$ cat config.mk
export PLATFORM = sky130hd
export DESIGN_NAME = tcp_session_tracker_top
export DESIGN_NICKNAME = d
export VERILOG_FILES = /design/src/rtl/tst_pkg.sv /design/src/rtl/tst_ram.sv /design/src/rtl/tst_ctrl.sv /design/src/rtl/tst_datapath.sv /design/src/rtl/tcp_session_tracker_top.sv
export SDC_FILE = /design/constraint.sdc
export NUM_CORES = 1
export LEC_CHECK = 0
export BUFFER_PORTS_ARGS = -buffer_cell sky130_fd_sc_hd__buf_2
export CAP_MARGIN = 10
export CORE_MARGIN = 2
export CORE_UTILIZATION = 45
export CTS_CLUSTER_DIAMETER = 60
export CTS_CLUSTER_SIZE = 10
export DETAILED_ROUTE_END_ITERATION = 12
export GPL_TIMING_DRIVEN = 0
export SYNTH_ARGS = -nofsm -noshare
export SYNTH_HDL_FRONTEND = slang
export SYNTH_SLANG_ARGS = --single-unit
$ cat constraint.sdc
create_clock -name clock -period 17.7 [get_ports clock]
set_clock_uncertainty 0.1 [all_clocks]
set_input_delay 4.425 -clock clock [delete_from_list [all_inputs] [get_ports clock]]
set_output_delay 4.425 -clock clock [all_outputs]
set_load 0.05 [all_outputs]
$ cat src/rtl/tst_pkg.sv
// ----------------------------------------------------------------------------
// TCP session tracker package
// Shared types, result codes and constants of the session tracker.
// ----------------------------------------------------------------------------
package tst_pkg;

   localparam logic [31:0] INITIAL_SEQ       = 32'd1000;
   localparam logic [15:0] LISTEN_PORT_RESET = 16'd23;

   typedef enum logic [2:0] {
      ST_WRONG_PORT   = 3'd0,
      ST_CREATED      = 3'd1,
      ST_FULL         = 3'd2,
      ST_SYN_EXISTING = 3'd3,
      ST_ACKED        = 3'd4,
      ST_IGNORED      = 3'd5,
      ST_SENT         = 3'd6,
      ST_BAD_SLOT     = 3'd7
   } status_type;

   typedef enum logic [1:0] {
      OP_NONE    = 2'd0,
      OP_ADD_SEQ = 2'd1,
      OP_SET_ACK = 2'd2,
      OP_CREATE  = 2'd3
   } op_type;

   typedef enum logic {
      S_IDLE   = 1'b0,
      S_UPDATE = 1'b1
   } state_type;

   typedef struct packed {
      logic take;
      logic commit;
   } ctl_cmd_type;

   typedef struct packed {
      logic out_free;
   } dp_status_type;

endpackage

$ cat src/rtl/tst_ram.sv
// ----------------------------------------------------------------------------
// Generic RAM
// One write port, one read port with registered read data.
// ----------------------------------------------------------------------------
module tst_ram #(
   parameter int WIDTH  = 64,
   parameter int DEPTH  = 5,
   parameter int ADDR_W = (DEPTH > 1) ? $clog2(DEPTH) : 1
) (
   input  logic              clock,
   input  logic              wr_en,
   input  logic [ADDR_W-1:0] wr_addr,
   input  logic [WIDTH-1:0]  wr_data,
   input  logic              rd_en,
   input  logic [ADDR_W-1:0] rd_addr,
   output logic [WIDTH-1:0]  rd_data
);

   logic [WIDTH-1:0] mem_ff [DEPTH];
   logic [WIDTH-1:0] rd_data_ff;

   always_ff @(posedge clock) begin
      if (wr_en) begin
         mem_ff[wr_addr] <= wr_data;
      end
      if (rd_en) begin
         rd_data_ff <= mem_ff[rd_addr];
      end
   end

   assign rd_data = rd_data_ff;

endmodule

$ cat src/rtl/tst_ctrl.sv
// ----------------------------------------------------------------------------
// Session tracker controller
// Sequences accept and commit of one word at a time.
// ----------------------------------------------------------------------------
module tst_ctrl (
   input  logic                   clock,
   input  logic                   reset,
   input  logic                   req_valid,
   output logic                   req_ready,
   input  tst_pkg::dp_status_type stat,
   output tst_pkg::ctl_cmd_type   cmd
);

   tst_pkg::state_type state_ff;
   tst_pkg::state_type state_in;

   always_ff @(posedge clock) begin
      if (reset) begin
         state_ff <= tst_pkg::S_IDLE;
      end else begin
         state_ff <= state_in;
      end
   end

   always_comb begin
      state_in   = state_ff;
      req_ready  = 1'b0;
      cmd.take   = 1'b0;
      cmd.commit = 1'b0;
      unique case (state_ff)
         tst_pkg::S_IDLE: begin
            req_ready = 1'b1;
            if (req_valid) begin
               cmd.take = 1'b1;
               state_in = tst_pkg::S_UPDATE;
            end
         end
         tst_pkg::S_UPDATE: begin
            // hold until the output register can take the result
            if (stat.out_free) begin
               cmd.commit = 1'b1;
               state_in   = tst_pkg::S_IDLE;
            end
         end
         default: begin
            state_in = tst_pkg::S_IDLE;
         end
      endcase
   end

endmodule

$ cat src/rtl/tst_datapath.sv
// ----------------------------------------------------------------------------
// Session tracker datapath
// Session table, lookup, sequence/acknowledge update and result register.
// ----------------------------------------------------------------------------
module tst_datapath #(
   parameter int SLOTS = 5,
   parameter int IDX_W = (SLOTS > 1) ? $clog2(SLOTS) : 1
) (
   input  logic                   clock,
   input  logic                   reset,
   input  tst_pkg::ctl_cmd_type   cmd,
   output tst_pkg::dp_status_type stat,
   input  logic                   csr_wr_en,
   input  logic [15:0]            csr_wr_data,
   input  logic                   action,
   input  logic [31:0]            peer_addr,
   input  logic [15:0]            peer_port,
   input  logic [15:0]            local_port,
   input  logic                   syn_flag,
   input  logic                   psh_flag,
   input  logic [31:0]            segment_seq,
   input  logic [15:0]            byte_count,
   input  logic [2:0]             send_slot,
   output logic                   rsp_valid,
   input  logic                   rsp_ready,
   output logic [2:0]             rsp_status,
   output logic [2:0]             rsp_slot,
   output logic [31:0]            rsp_seq,
   output logic [31:0]            rsp_ack
);

   localparam int CMP_W = (IDX_W > 3) ? IDX_W : 3;

   logic [15:0]          listen_port_ff;
   logic [SLOTS-1:0]     active_ff;
   logic [31:0]          addr_ff [SLOTS];
   logic [15:0]          port_ff [SLOTS];

   tst_pkg::status_type  status_ff;
   tst_pkg::op_type      op_ff;
   logic                 has_slot_ff;
   logic [IDX_W-1:0]     idx_ff;
   logic [31:0]          seg_seq_ff;
   logic [15:0]          count_ff;
   logic [31:0]          peer_addr_ff;
   logic [15:0]          peer_port_ff;

   logic                 rsp_valid_ff;
   logic [2:0]           rsp_status_ff;
   logic [2:0]           rsp_slot_ff;
   logic [31:0]          rsp_seq_ff;
   logic [31:0]          rsp_ack_ff;

   logic                 match_hit;
   logic [IDX_W-1:0]     match_idx;
   logic                 free_hit;
   logic [IDX_W-1:0]     free_idx;
   logic                 sel_ok;
   tst_pkg::status_type  dec_status;
   tst_pkg::op_type      dec_op;
   logic                 dec_has;
   logic [IDX_W-1:0]     dec_idx;

   logic [63:0]          rd_data;
   logic [31:0]          cur_seq;
   logic [31:0]          cur_ack;
   logic [31:0]          new_seq;
   logic [31:0]          new_ack;
   logic                 wr_en;

   // table search: lowest matching and lowest free entry
   always_comb begin
      match_hit = 1'b0;
      match_idx = '0;
      free_hit  = 1'b0;
      free_idx  = '0;
      sel_ok    = 1'b0;
      for (int i = SLOTS - 1; i >= 0; i--) begin
         if (active_ff[i] && addr_ff[i] == peer_addr && port_ff[i] == peer_port) begin
            match_hit = 1'b1;
            match_idx = IDX_W'(i);
         end
         if (!active_ff[i]) begin
            free_hit = 1'b1;
            free_idx = IDX_W'(i);
         end
         if (active_ff[i] && CMP_W'(send_slot) == CMP_W'(i)) begin
            sel_ok = 1'b1;
         end
      end
   end

   always_comb begin
      dec_status = tst_pkg::ST_IGNORED;
      dec_op     = tst_pkg::OP_NONE;
      dec_has    = 1'b0;
      dec_idx    = match_idx;
      priority if (action) begin
         if (sel_ok) begin
            dec_status = tst_pkg::ST_SENT;
            dec_op     = tst_pkg::OP_ADD_SEQ;
            dec_has    = 1'b1;
            dec_idx    = IDX_W'(send_slot);
         end else begin
            dec_status = tst_pkg::ST_BAD_SLOT;
         end
      end else if (local_port != listen_port_ff) begin
         dec_status = tst_pkg::ST_WRONG_PORT;
      end else if (syn_flag) begin
         if (match_hit) begin
            dec_status = tst_pkg::ST_SYN_EXISTING;
            dec_has    = 1'b1;
         end else if (free_hit) begin
            dec_status = tst_pkg::ST_CREATED;
            dec_op     = tst_pkg::OP_CREATE;
            dec_has    = 1'b1;
            dec_idx    = free_idx;
         end else begin
            dec_status = tst_pkg::ST_FULL;
         end
      end else if (psh_flag && match_hit) begin
         dec_status = tst_pkg::ST_ACKED;
         dec_op     = tst_pkg::OP_SET_ACK;
         dec_has    = 1'b1;
      end else begin
         dec_status = tst_pkg::ST_IGNORED;
         dec_has    = match_hit;
      end
   end

   always_ff @(posedge clock) begin
      if (cmd.take) begin
         status_ff    <= dec_status;
         op_ff        <= dec_op;
         has_slot_ff  <= dec_has;
         idx_ff       <= dec_idx;
         seg_seq_ff   <= segment_seq;
         count_ff     <= byte_count;
         peer_addr_ff <= peer_addr;
         peer_port_ff <= peer_port;
      end
   end

   tst_ram #(
      .WIDTH (64),
      .DEPTH (SLOTS),
      .ADDR_W(IDX_W)
   ) u_seq_ack_ram (
      .clock  (clock),
      .wr_en  (wr_en),
      .wr_addr(idx_ff),
      .wr_data({new_seq, new_ack}),
      .rd_en  (cmd.take),
      .rd_addr(dec_idx),
      .rd_data(rd_data)
   );

   assign cur_seq = rd_data[63:32];
   assign cur_ack = rd_data[31:0];

   always_comb begin
      new_seq = cur_seq;
      new_ack = cur_ack;
      unique case (op_ff)
         tst_pkg::OP_NONE: begin
         end
         tst_pkg::OP_ADD_SEQ: begin
            new_seq = cur_seq + {16'd0, count_ff};
         end
         tst_pkg::OP_SET_ACK: begin
            new_ack = seg_seq_ff + {16'd0, count_ff};
         end
         tst_pkg::OP_CREATE: begin
            new_seq = tst_pkg::INITIAL_SEQ;
            new_ack = seg_seq_ff + 32'd1;
         end
         default: begin
         end
      endcase
   end

   assign wr_en = cmd.commit && (op_ff != tst_pkg::OP_NONE);

   always_ff @(posedge clock) begin
      if (reset) begin
         listen_port_ff <= tst_pkg::LISTEN_PORT_RESET;
         active_ff      <= '0;
      end else begin
         if (csr_wr_en) begin
            listen_port_ff <= csr_wr_data;
         end
         if (cmd.commit && op_ff == tst_pkg::OP_CREATE) begin
            active_ff[idx_ff] <= 1'b1;
         end
      end
   end

   always_ff @(posedge clock) begin
      if (cmd.commit && op_ff == tst_pkg::OP_CREATE) begin
         addr_ff[idx_ff] <= peer_addr_ff;
         port_ff[idx_ff] <= peer_port_ff;
      end
   end

   always_ff @(posedge clock) begin
      if (reset) begin
         rsp_valid_ff <= 1'b0;
      end else if (cmd.commit) begin
         rsp_valid_ff <= 1'b1;
      end else if (rsp_ready) begin
         rsp_valid_ff <= 1'b0;
      end
   end

   always_ff @(posedge clock) begin
      if (cmd.commit) begin
         rsp_status_ff <= status_ff;
         rsp_slot_ff   <= has_slot_ff ? 3'(idx_ff) : 3'd0;
         rsp_seq_ff    <= has_slot_ff ? new_seq : 32'd0;
         rsp_ack_ff    <= has_slot_ff ? new_ack : 32'd0;
      end
   end

   assign stat.out_free = !rsp_valid_ff || rsp_ready;
   assign rsp_valid     = rsp_valid_ff;
   assign rsp_status    = rsp_status_ff;
   assign rsp_slot      = rsp_slot_ff;
   assign rsp_seq       = rsp_seq_ff;
   assign rsp_ack       = rsp_ack_ff;

endmodule

$ cat src/rtl/tcp_session_tracker_top.sv
// ----------------------------------------------------------------------------
// TCP session tracker
// Connection table keyed by peer address and port; tracks send sequence
// and acknowledge number per session.
// ----------------------------------------------------------------------------
//  Port group   Direction  Carries
//  req_*        in         segment received or payload sent (one word)
//  rsp_*        out        status, slot, sequence and acknowledge (one word)
//  csr_*        in         listening port register write
//
//  Per word: the accept cycle searches the table and reads the slot's
//  sequence/acknowledge RAM, then the update state updates it and loads the
//  result register. One word is in work at a time.
//  Reset clears the session table's active bits and sets the port to 23.
//  A stalled result register holds the update cycle until rsp_tready.
// ----------------------------------------------------------------------------
module tcp_session_tracker_top #(
   parameter int SLOTS = 5
) (
   input  logic         clock,
   input  logic         reset,
   input  logic         req_tvalid,
   output logic         req_tready,
   // peer_addr, peer_port, local_port, syn_flag, psh_flag, segment_seq,
   // byte_count, send_slot, zero pad
   input  logic [119:0] req_tdata,
   // action
   input  logic         req_tuser,
   output logic         rsp_tvalid,
   input  logic         rsp_tready,
   // slot, seq_now, ack_now, zero pad
   output logic [71:0]  rsp_tdata,
   // status
   output logic [2:0]   rsp_tuser,
   input  logic         csr_wr_en,
   input  logic [15:0]  csr_wr_data
);

   localparam int IDX_W = (SLOTS > 1) ? $clog2(SLOTS) : 1;

   tst_pkg::ctl_cmd_type   cmd;
   tst_pkg::dp_status_type stat;
   logic [2:0]             rsp_slot;
   logic [31:0]            rsp_seq;
   logic [31:0]            rsp_ack;

   tst_ctrl u_ctrl (
      .clock    (clock),
      .reset    (reset),
      .req_valid(req_tvalid),
      .req_ready(req_tready),
      .stat     (stat),
      .cmd      (cmd)
   );

   tst_datapath #(
      .SLOTS(SLOTS),
      .IDX_W(IDX_W)
   ) u_datapath (
      .clock      (clock),
      .reset      (reset),
      .cmd        (cmd),
      .stat       (stat),
      .csr_wr_en  (csr_wr_en),
      .csr_wr_data(csr_wr_data),
      .action     (req_tuser),
      .peer_addr  (req_tdata[31:0]),
      .peer_port  (req_tdata[47:32]),
      .local_port (req_tdata[63:48]),
      .syn_flag   (req_tdata[64]),
      .psh_flag   (req_tdata[65]),
      .segment_seq(req_tdata[97:66]),
      .byte_count (req_tdata[113:98]),
      .send_slot  (req_tdata[116:114]),
      .rsp_valid  (rsp_tvalid),
      .rsp_ready  (rsp_tready),
      .rsp_status (rsp_tuser),
      .rsp_slot   (rsp_slot),
      .rsp_seq    (rsp_seq),
      .rsp_ack    (rsp_ack)
   );

   assign rsp_tdata = {5'd0, rsp_ack, rsp_seq, rsp_slot};

endmodule

==> results.txt, run 1 <==
- The run finished with clean final reports.
* Core Area: 75800 µm²
* RSZ-0062 raised after global routing: no
* Minimum clock period: 8.04 ns
* Number of max-capacitance violations reported: 0
- After the flow finishes, the layout carries non-filler instances totaling approximately 3600.
- Count of flip-flops with a built-in enable after synthesis: 799
- For the pin with the worst max-slew slack, the measured transition is about 1.2 ns.
- Register-to-register setup slack: around 12 ns
- Grt ovf: 0
* Width of the die: 281 µm
* Die Height: 281 µm
- GRT Overall Usage: 22.5%
* Remaining routing DRC violations: 0
- Relative contribution of the clock network to total power: 40.7%
- The number of clock buffers added by TritonCTS is 96.
* Net count, final: 2756
- Pwr/cell area: 107 nW/µm²
- In the layout the commonest cells are sky130_fd_sc_hd__edfxtp_1, sky130_fd_sc_hd__buf_2, sky130_fd_sc_hd__xnor2_1.
- Worst-skew pair later-pin latency: 0.66 ns
* Number of rows created at floorplan: 101
- After clock tree synthesis, the setup repair step added 0 buffers.
* Critical R2R Launch: u_datapath.op_ff[1]$_SDFFCE_PP0P_
- Number of antenna cells inserted: 0
- Summing the sequential cell areas from Yosys gives 70.9% of the chip area.
- Among all flip-flop cells after synthesis, the most frequent one is sky130_fd_sc_hd__edfxtp_1.
* Slowest Stage Delay on Critical Path: 0.72 ns
- Worst setup path end: u_datapath.u_seq_ack_ram.rd_data[26]$_DFFE_PP_
* 1st-iter DRT viols: between 1500 and 2000
* Share of final-layout standard cells stronger than drive strength 1: 20.4%
- The critical path in this run is classified as in -> reg.
- Total detailed-routing wirelength: 88.1 mm
- Area contributors post-synth: sky130_fd_sc_hd__edfxtp_1, sky130_fd_sc_hd__mux2i_1, sky130_fd_sc_hd__xnor2_1
- Initial antenna violation count: 2
- Kind of launch point of the worst setup path: input pin
- Register share of total power: around 52%
* Hold WS: approximately 0.32 ns
- Internal power summed over all cells: 3.30 mW
- Die area: 78800 µm²
- CTS tree: yes
- The worst-case IR drop observed on VDD is 0.0900 mV.
- In the finished design, the share of the clock period the worst path needs comes to between 40% and 50%.
- Flip-flop and latch count after synthesis: 822
- In this run, placement finished with an instance count of between 3000 and 4000.
- First element of the critical path: req_tdata[18]
- Of all flip-flops after synthesis, the portion carrying an async set or reset was 0%.
- Vias per cell: around 5.5
- Clock edge transition at the registers on the reported setup and hold paths: 0.06 ns
* Number of fill cells: a little over 6000
* Static power due to leakage: 13.4 nW
- In this run the mean area of a mapped cell was 15.6 µm².
- # IOs: roughly 220
- Area added between synthesis and finish: 17.0%
* Headroom to the max-slew limit: approximately 16%
- Area of the mapped netlist: 34500 µm²
- Cts repair resizes: 0
- The first detailed-routing pass ran for 5 iterations.
* Antenna viol nets, final: 0
- Among all stages on the critical path, the largest delay is contributed by sky130_fd_sc_hd__nor4_1.
* Fin. Hold Viols: 0
- For this run, the top clock speed supported by timing is 0.124 GHz.
- Setup violations remaining at the end of the flow were counted as 0.
- Critical path fanouts, max: 10
- Critical-path cell list: buf_2 > clkbuf_1 > xor2_1 > nor4_1 > nand4_1 > nor4_1 > nand3_1 > o21ai_1 > a22o_1 > buf_4 > clkbuf_1 > nand2_1 > o221ai_2
* Levels on crit path: 13
* TNS Setup: 0 ns
- The final number of max-transition violations was 0.
- Count of buffers from port buffering: 210
- Arrival @ worst endpoint: 8.42 ns
- Total number of vias: 19900
- Detailed Place HPWL: 62.8 mm
- Switching power total: 1.00 mW
- The first global-routing pass estimated 130 mm of wire.
* Leading area contributor after synthesis: sky130_fd_sc_hd__edfxtp_1
- The library cell used most frequently in the layout, excluding fill and tap cells, is sky130_fd_sc_hd__edfxtp_1.
* Data required, critical path: 18.08 ns
- Number of buffers inserted by hold repair at cts: 0
* Synthesized instance count: 2206
- Share of the synthesized area in the top cell type: between 60% and 70%
- The initial utilization of the core area, before any placement, comes to 45.5%.
- The share of total power dissipated in combinational logic is ~7.3%.
- The cell sitting at the root of the clock tree is a sky130_fd_sc_hd__clkbuf_16.
* Hold crit path type: reg -> reg
- Length in cells of the worst reg-to-reg path: 16
- The clock tree synthesis step divided the H-tree into 3 levels.
- Number of warning messages in the yosys log: 0
- Grouping stages by cell kind, the critical path spends the most delay in simple AND/OR/NAND/NOR gates.
* Placer congestion estimate: 0.905
- Clock sinks: 822
- Number of library cell types mapped by synthesis: between 70 and 80
* Number of buffers on the longest clock path: 3
- Net switching is 23.3% of the power.
* Average wire length per cell after detail routing: approximately 25 µm
* Reg-to-reg endpoint: u_datapath.u_seq_ack_ram.mem_ff[3][26]$_DFFE_PP_
- The via count of the first global-routing pass is 20300.
- Worst path buffer plus inverter count: 4
- Setup crit end kind: register
* Largest net degree at the start of global routing: 53
area by class of cell:
type	instances	area [µm²]	share of cell area [%]
Tap cell	978	1220	3.03
Clock buffer	114	2500	6.20
Inverter	52	195	0.484
Multi-Input combinational cell	1225	9290	23.0
Sequential cell	822	24500	60.6
Clock inverter	18	193	0.478
Buffer	111	619	1.54
Timing Repair Buffer	272	1850	4.58
cells in the mapped netlist, types with 15 or more instances:
library cell               count
sky130_fd_sc_hd__xor2_1      100
sky130_fd_sc_hd__nand3_1      30
sky130_fd_sc_hd__a21oi_1      54
sky130_fd_sc_hd__buf_6        19
sky130_fd_sc_hd__and3_1       15
sky130_fd_sc_hd__nor2b_1      19
sky130_fd_sc_hd__nand2b_1     30
sky130_fd_sc_hd__nand4_1      37
sky130_fd_sc_hd__nor4_1       33
sky130_fd_sc_hd__inv_1        50
sky130_fd_sc_hd__nor2_1      107
sky130_fd_sc_hd__ha_1         32
sky130_fd_sc_hd__nor3_1       20
sky130_fd_sc_hd__and2_1       50
sky130_fd_sc_hd__xnor2_1     164
sky130_fd_sc_hd__dfxtp_1      23
sky130_fd_sc_hd__buf_2        21
sky130_fd_sc_hd__clkbuf_1     61
sky130_fd_sc_hd__mux2_2       17
sky130_fd_sc_hd__mux2i_1     144
sky130_fd_sc_hd__edfxtp_1    799
sky130_fd_sc_hd__o21ai_0      34
sky130_fd_sc_hd__nand2_1     124
sky130_fd_sc_hd__o221ai_2     61
state kept, by name, indices dropped and copies added (netlist names), 16 cells and up:
name	flops
u_datapath.count_ff	16
u_datapath.rsp_ack	32
u_datapath.peer_port_ff	16
u_datapath.listen_port_ff	16
u_datapath.u_seq_ack_ram.rd_data	64
u_datapath.peer_addr_ff	32
u_datapath.addr_ff	160
u_datapath.rsp_seq	32
u_datapath.u_seq_ack_ram.mem_ff	320
u_datapath.port_ff	80
u_datapath.seg_seq_ff	32
per-stage QoR:
step | utilization [%] | area (µm²) | power [mW] | worst slack (ns)
2_1_floorplan | - | 34500 | 2.47 | 3.57
3_3_place_gp | 48.5 | 36800 | 2.59 | -4.63
3_5_place_dp | 49.6 | 37600 | 2.59 | 9.00
4_1_cts | 53.2 | 40300 | 4.33 | 9.67
5_1_grt | 53.2 | 40300 | 4.43 | 9.49
6_report | 53.2 | 40300 | 4.30 | 9.66
cell families after synthesis:
logic type / share of synthesized area, %
buffers and inverters: 2.35
XOR/XNOR: 6.71
AO/OA/AOI/OAI: 6.67
other: 0.0109
flip-flops: 70.9
multiplexers: 4.80
adder cells (fa/ha/maj): 1.28
AND/OR/NAND/NOR: 7.23
power groups by stage:
stage	clock [mW]	sequential, mW	combinational [mW]
detailed placement	0	2.27	0.314
floorplan	0	2.31	0.162
global route	1.85	2.24	0.339
finish	1.75	2.24	0.313
global placement	0	2.29	0.296
CTS	1.78	2.23	0.315
layer usage:
| metal | track usage (%) | part of all wire [%] |
|---|---|---|
| met1 | 30.3 | 42 |
| met2 | 37.4 | 49 |
| met3 | 3.41 | 5.6 |
| met4 | 7.86 | 3.3 |
| met5 | 0 | 0.011 |
how the worst min path moves through the flow:
stage                                      start                            endpoint  cells after the start
2_1_floorplan  u_datapath.status_ff[0]$_DFFE_PP_  u_datapath.rsp_status[0]$_DFFE_PP_                      0
3_3_place_gp   u_datapath.status_ff[0]$_DFFE_PP_  u_datapath.rsp_status[0]$_DFFE_PP_                      0
3_5_place_dp   u_datapath.status_ff[0]$_DFFE_PP_  u_datapath.rsp_status[0]$_DFFE_PP_                      0
4_1_cts        u_datapath.status_ff[0]$_DFFE_PP_  u_datapath.rsp_status[0]$_DFFE_PP_                      0
5_1_grt        u_datapath.status_ff[0]$_DFFE_PP_  u_datapath.rsp_status[0]$_DFFE_PP_                      0
6_report       u_datapath.status_ff[0]$_DFFE_PP_  u_datapath.rsp_status[0]$_DFFE_PP_                      0
(Power assumes the default switching activity.)
==> run 2: changes to the inputs <==
--- a/config.mk
+++ b/config.mk
@@ -5,6 +5,7 @@
 export SDC_FILE = /design/constraint.sdc
 export NUM_CORES = 1
 export LEC_CHECK = 0
+export ABC_AREA = 1
 export BUFFER_PORTS_ARGS = -buffer_cell sky130_fd_sc_hd__buf_2
 export CAP_MARGIN = 10
 export CORE_MARGIN = 2
==> constraint.sdc (replaced) <==
create_clock -name clock -period 8.33 [get_ports clock]
set_clock_uncertainty 0.1 [all_clocks]
set_input_delay 2.0825 -clock clock [delete_from_list [all_inputs] [get_ports clock]]
set_output_delay 2.0825 -clock clock [all_outputs]
set_load 0.05 [all_outputs]
==> run 2 against run 1 <==
  * Sequential share of layout area shrank 6.2 points
  * Critical path depth grew 9
  * Non-clock buffer count shrank 24
  * Global-route usage grew 5.7 points
  * Synthesized area grew 13%
  * Worst hold slack lost 0.0062 ns
  * Routed wire length grew 43%
  * Clock power grew 120%
  * Critical path type is now reg -> reg
  * Largest cell class unchanged
  * Final area grew 11%
  * Via count grew 49%
  * Die area grew 13%
  * Critical endpoint is now u_datapath.u_seq_ack_ram.mem_ff[0][30]$_DFFE_PP_
  * First-iteration DRC count grew 110%
==> results.txt, run 2 <==
- Comb power frac: 9.7%
* Final non-filler cell total: 5559
- In the final layout, the share of cells above drive strength 1 is 11.9%.
- Antenna viol nets, final: 0
- Number of rows created at floorplan: 107
- Utilization after layout: 52.6%
- In this run the tool buffered the top-level ports with between 200 and 250 buffer cells.
- CTS tree: yes
- Area contributors post-synth: sky130_fd_sc_hd__edfxtp_1, sky130_fd_sc_hd__nand2_1, sky130_fd_sc_hd__inv_1
- STA classifies the critical path endpoint as a register.
- Worst setup path category: reg -> reg
* Internal power summed over all cells: just over 7 mW
- The worst-case IR drop observed on VDD is 0.155 mV.
- The register with the most flip-flops in the layout has 320 of them.
* Hold crit path type: reg -> reg
- Most common library cells after synthesis: sky130_fd_sc_hd__nand2_1, sky130_fd_sc_hd__edfxtp_1, sky130_fd_sc_hd__inv_1
* Cts repair resizes: 0
- Subtracting the final worst setup slack from the clock period gives about 5.7 ns.
* Grt ovf: 0
* Multiplexer share of the synthesized area: 0%
- Average wire length per cell after detail routing: around 23 µm
- The number of antenna violations at the first check in global routing is 9.
- Area added between synthesis and finish: 15.4%
- Final-report setup violation count: 0
- After detailed routing, the number of vias per cell comes to 5.33.
- The synthesized netlist devotes under 10% of its cell area to XOR and XNOR gates.
- Ranked by flip-flop count, first place goes to u_datapath.u_seq_ack_ram.mem_ff.
* Hold WS: 0.312 ns
- Setup slack of the critical path after layout: 2.64 ns
- Maximum frequency from static timing analysis: ~0.18 GHz
- The flow ran to the end, and the final reports show no timing, DRC or antenna violations.
- Fin. Hold Viols: 0
* Width of the die: roughly 300 µm
* Static power due to leakage: 19.6 nW
- Most common cell after layout, fill and taps aside: sky130_fd_sc_hd__nand2_1
- Sequential cells account for 50.4% of the total power.
* Arrival @ worst endpoint: ~6.0 ns
- Post-CTS timing repair inserted 0 buffers for setup.
* Remaining routing DRC violations: 0
- Simple logic cell fraction of the synthesized area: 22.6%
- Starting density of the core: 45.6%
* Clock edge transition at the registers on the reported setup and hold paths: 0.06 ns
- Relative contribution of the clock network to total power: between 30% and 40%
- Number of max-capacitance violations reported: 0
* Worst-skew pair later-pin latency: 0.68 ns
- Most common cell in the netlist: sky130_fd_sc_hd__nand2_1
- Async set or reset register ratio after synthesis: 0%
* Net count, final: 4548
- Number of search-and-repair iterations in the first detailed-routing pass: 6
- Largest net degree at the start of global routing: 68
* Die Height: approximately 300 µm
- The final number of max-transition violations came to 0.
* Clock sinks: 822
* Combinational family with the most area after synthesis: simple AND/OR/NAND/NOR gates
* Placed Area: 42200 µm²
- Share of the synthesized area in the top cell type: 61.6%
* Headroom to the max-slew limit: 31.1%
- Vias in the first global route: approximately 28000
- Count of placed standard cells including taps: 5417
- Number of levels the H-tree was split into: 3
- Worst slack at placement: 2.44 ns
- Leading area contributor after synthesis: sky130_fd_sc_hd__edfxtp_1
- The floorplan step defined a die boundary enclosing ~89000 µm².
* Buffer type at the clock tree root: sky130_fd_sc_hd__clkbuf_16
- Area of the mapped netlist: 38900 µm²
* # IOs: 219
- After layout, the worst path uses 68.3% of the clock period.
- The synthesized netlist contains 55 unique library cells.
* Switching power total: 2.38 mW
- GRT Overall Usage: 28.2%
- Detailed placement ended at an HPWL of 96.6 mm.
- In this run the standard cell core region covers 85400 µm².
- Summing over every cut layer, the via total after detailed routing is 29600.
- Total detailed-routing wirelength: 126 mm
* Critical path fanouts, max: 10
- RSZ-0062 raised after global routing: no
- Post-route standard cell area excluding fillers: roughly 45000 µm²
* Placer congestion estimate: ~1.0
* Synthesized-area fraction occupied by ao, oa, aoi and oai cells: 3.38%
- Data required, critical path: 8.59 ns
- Registers with the most flip-flops: u_datapath.u_seq_ack_ram.mem_ff: 320 flops, u_datapath.addr_ff: 160 flops, u_datapath.port_ff: 80 flops
* Number of warning messages in the yosys log: 0
- Synthesized instance count: 4027
- 1st-iter DRT viols: around 3800
- Adder-cell share of the synthesized area: around 1.1%
- Power spread over the standard cell area amounts to about 210 nW/µm².
- Primary flip-flop cell chosen by synthesis mapping: sky130_fd_sc_hd__edfxtp_1
- Sequential cells were found to cover 62.8% of the synthesized design area.
* Wire length of the first global-routing pass: 183 mm
* Number of buffers inserted by hold repair at cts: 0
- Switching portion of total power: 25.0%
* Count of flip-flops with a built-in enable after synthesis: 799
- Transition time of the tightest slew-check pin: slightly above 1 ns
- Counting the buffers created by CTS gives 97.
- The average instance in the mapped netlist occupies 9.67 µm².
* Number of fill cells: 7764
- Flip-flop and latch count after synthesis: roughly 820
* Number of buffers on the longest clock path: 3
- Kind of launch point of the worst setup path: register
* Top library cells by usage in the layout, fill and taps aside: sky130_fd_sc_hd__nand2_1, sky130_fd_sc_hd__edfxtp_1, sky130_fd_sc_hd__inv_1
-- run 2: changes by cell type after synthesis, sizes merged, moves of 65 or more --
cell,previous run,this run
nand2,125,1025
nand3,30,439
mux2i,144,0
or2,3,101
o221ai,68,1
xor2,100,18
xnor2,164,49
o21ai,35,100
nor2,107,299
inv,51,720
-- run 2: area by class of cell --
cell class / count / area, µm² / share of cell area [%]
Sequential cell: 822 / 24500 / 54.4
Multi-Input combinational cell: 2369 / 11200 / 25.0
Inverter: 723 / 2720 / 6.05
Clock buffer: 120 / 2530 / 5.64
Timing Repair Buffer: 242 / 1750 / 3.90
Tap cell: 1144 / 1430 / 3.19
Buffer: 117 / 604 / 1.35
Clock inverter: 17 / 173 / 0.384
Antenna cell: 5 / 12.5 / 0.0279
-- run 2: final timing paths --
| path | start | to | slack [ns] | depth (start not counted) |
|---|---|---|---|---|
| worst max-delay path | u_datapath.op_ff[1]$_SDFFCE_PP0P_ | u_datapath.u_seq_ack_ram.mem_ff[0][30]$_DFFE_PP_ | 2.64 | 22 |
| worst min-delay path | u_datapath.status_ff[1]$_SDFFCE_PP1P_ | u_datapath.rsp_status[1]$_DFFE_PP_ | 0.31 | 0 |
| worst max register to register | u_datapath.op_ff[1]$_SDFFCE_PP0P_ | u_datapath.u_seq_ack_ram.mem_ff[0][30]$_DFFE_PP_ | 2.64 | 22 |
| worst min register to register | u_datapath.status_ff[1]$_SDFFCE_PP1P_ | u_datapath.rsp_status[1]$_DFFE_PP_ | 0.31 | 0 |
-- run 2: cell families after synthesis --
| family | Yosys count |
|---|---|
| other cells | 1 |
| fa+ha+maj | 34 |
| buf+inv | 840 |
| xor+xnor | 67 |
| compound gates | 239 |
| flops | 822 |
| simple gates | 2024 |
-- run 2: stage by stage --
step | setup TNS [ns] | total power, mW
floorplan | 0 | 5.41
global placement | -1368.01 | 5.76
detailed placement | 0 | 5.78
CTS | 0 | 9.54
global route | 0 | 9.79
finish | 0 | 9.50
-- run 2: power by group through the flow --
stage	Sequential, mW	Clock [mW]	Combinational (mW)
2_1_floorplan	4.93	0	0.479
3_3_place_gp	4.89	0	0.877
3_5_place_dp	4.87	0	0.912
4_1_cts	4.78	3.84	0.915
5_1_grt	4.79	3.99	1.01
6_report	4.78	3.79	0.925
-- run 2: worst max-delay path, cell delays in order, from the launching register on --
cell and delay, ns:
sky130_fd_sc_hd__edfxtp_1 0.48, sky130_fd_sc_hd__clkbuf_1 0.58, sky130_fd_sc_hd__nand2_1 0.43, sky130_fd_sc_hd__inv_1 0.18, sky130_fd_sc_hd__clkbuf_1 0.55, sky130_fd_sc_hd__or2_2 0.23
sky130_fd_sc_hd__ha_1 0.17, sky130_fd_sc_hd__inv_1 0.06, sky130_fd_sc_hd__fa_1 0.38, sky130_fd_sc_hd__inv_1 0.09, sky130_fd_sc_hd__nand3_1 0.07, sky130_fd_sc_hd__nand2_1 0.12
sky130_fd_sc_hd__a21oi_1 0.11, sky130_fd_sc_hd__o21ai_1 0.22, sky130_fd_sc_hd__a21oi_1 0.14, sky130_fd_sc_hd__o21ai_1 0.30, sky130_fd_sc_hd__nand2_1 0.09, sky130_fd_sc_hd__nand2_1 0.21
sky130_fd_sc_hd__nand2_1 0.13, sky130_fd_sc_hd__nor2_1 0.27, sky130_fd_sc_hd__nand3_1 0.12, sky130_fd_sc_hd__nand3_1 0.17, sky130_fd_sc_hd__nand2_1 0.19
-- run 2: metal layers --
metal / vias up / routed length [µm] / share of wire, % / global-route usage (%)
met5: - / 44 / 0.035 / 0
met4: 6 / 4390 / 3.5 / 9.93
met3: 231 / 12100 / 9.5 / 4.86
met2: 1501 / 56200 / 44 / 43.4
met1: 14000 / 53800 / 43 / 40.3
li1: 13900 / - / - / -
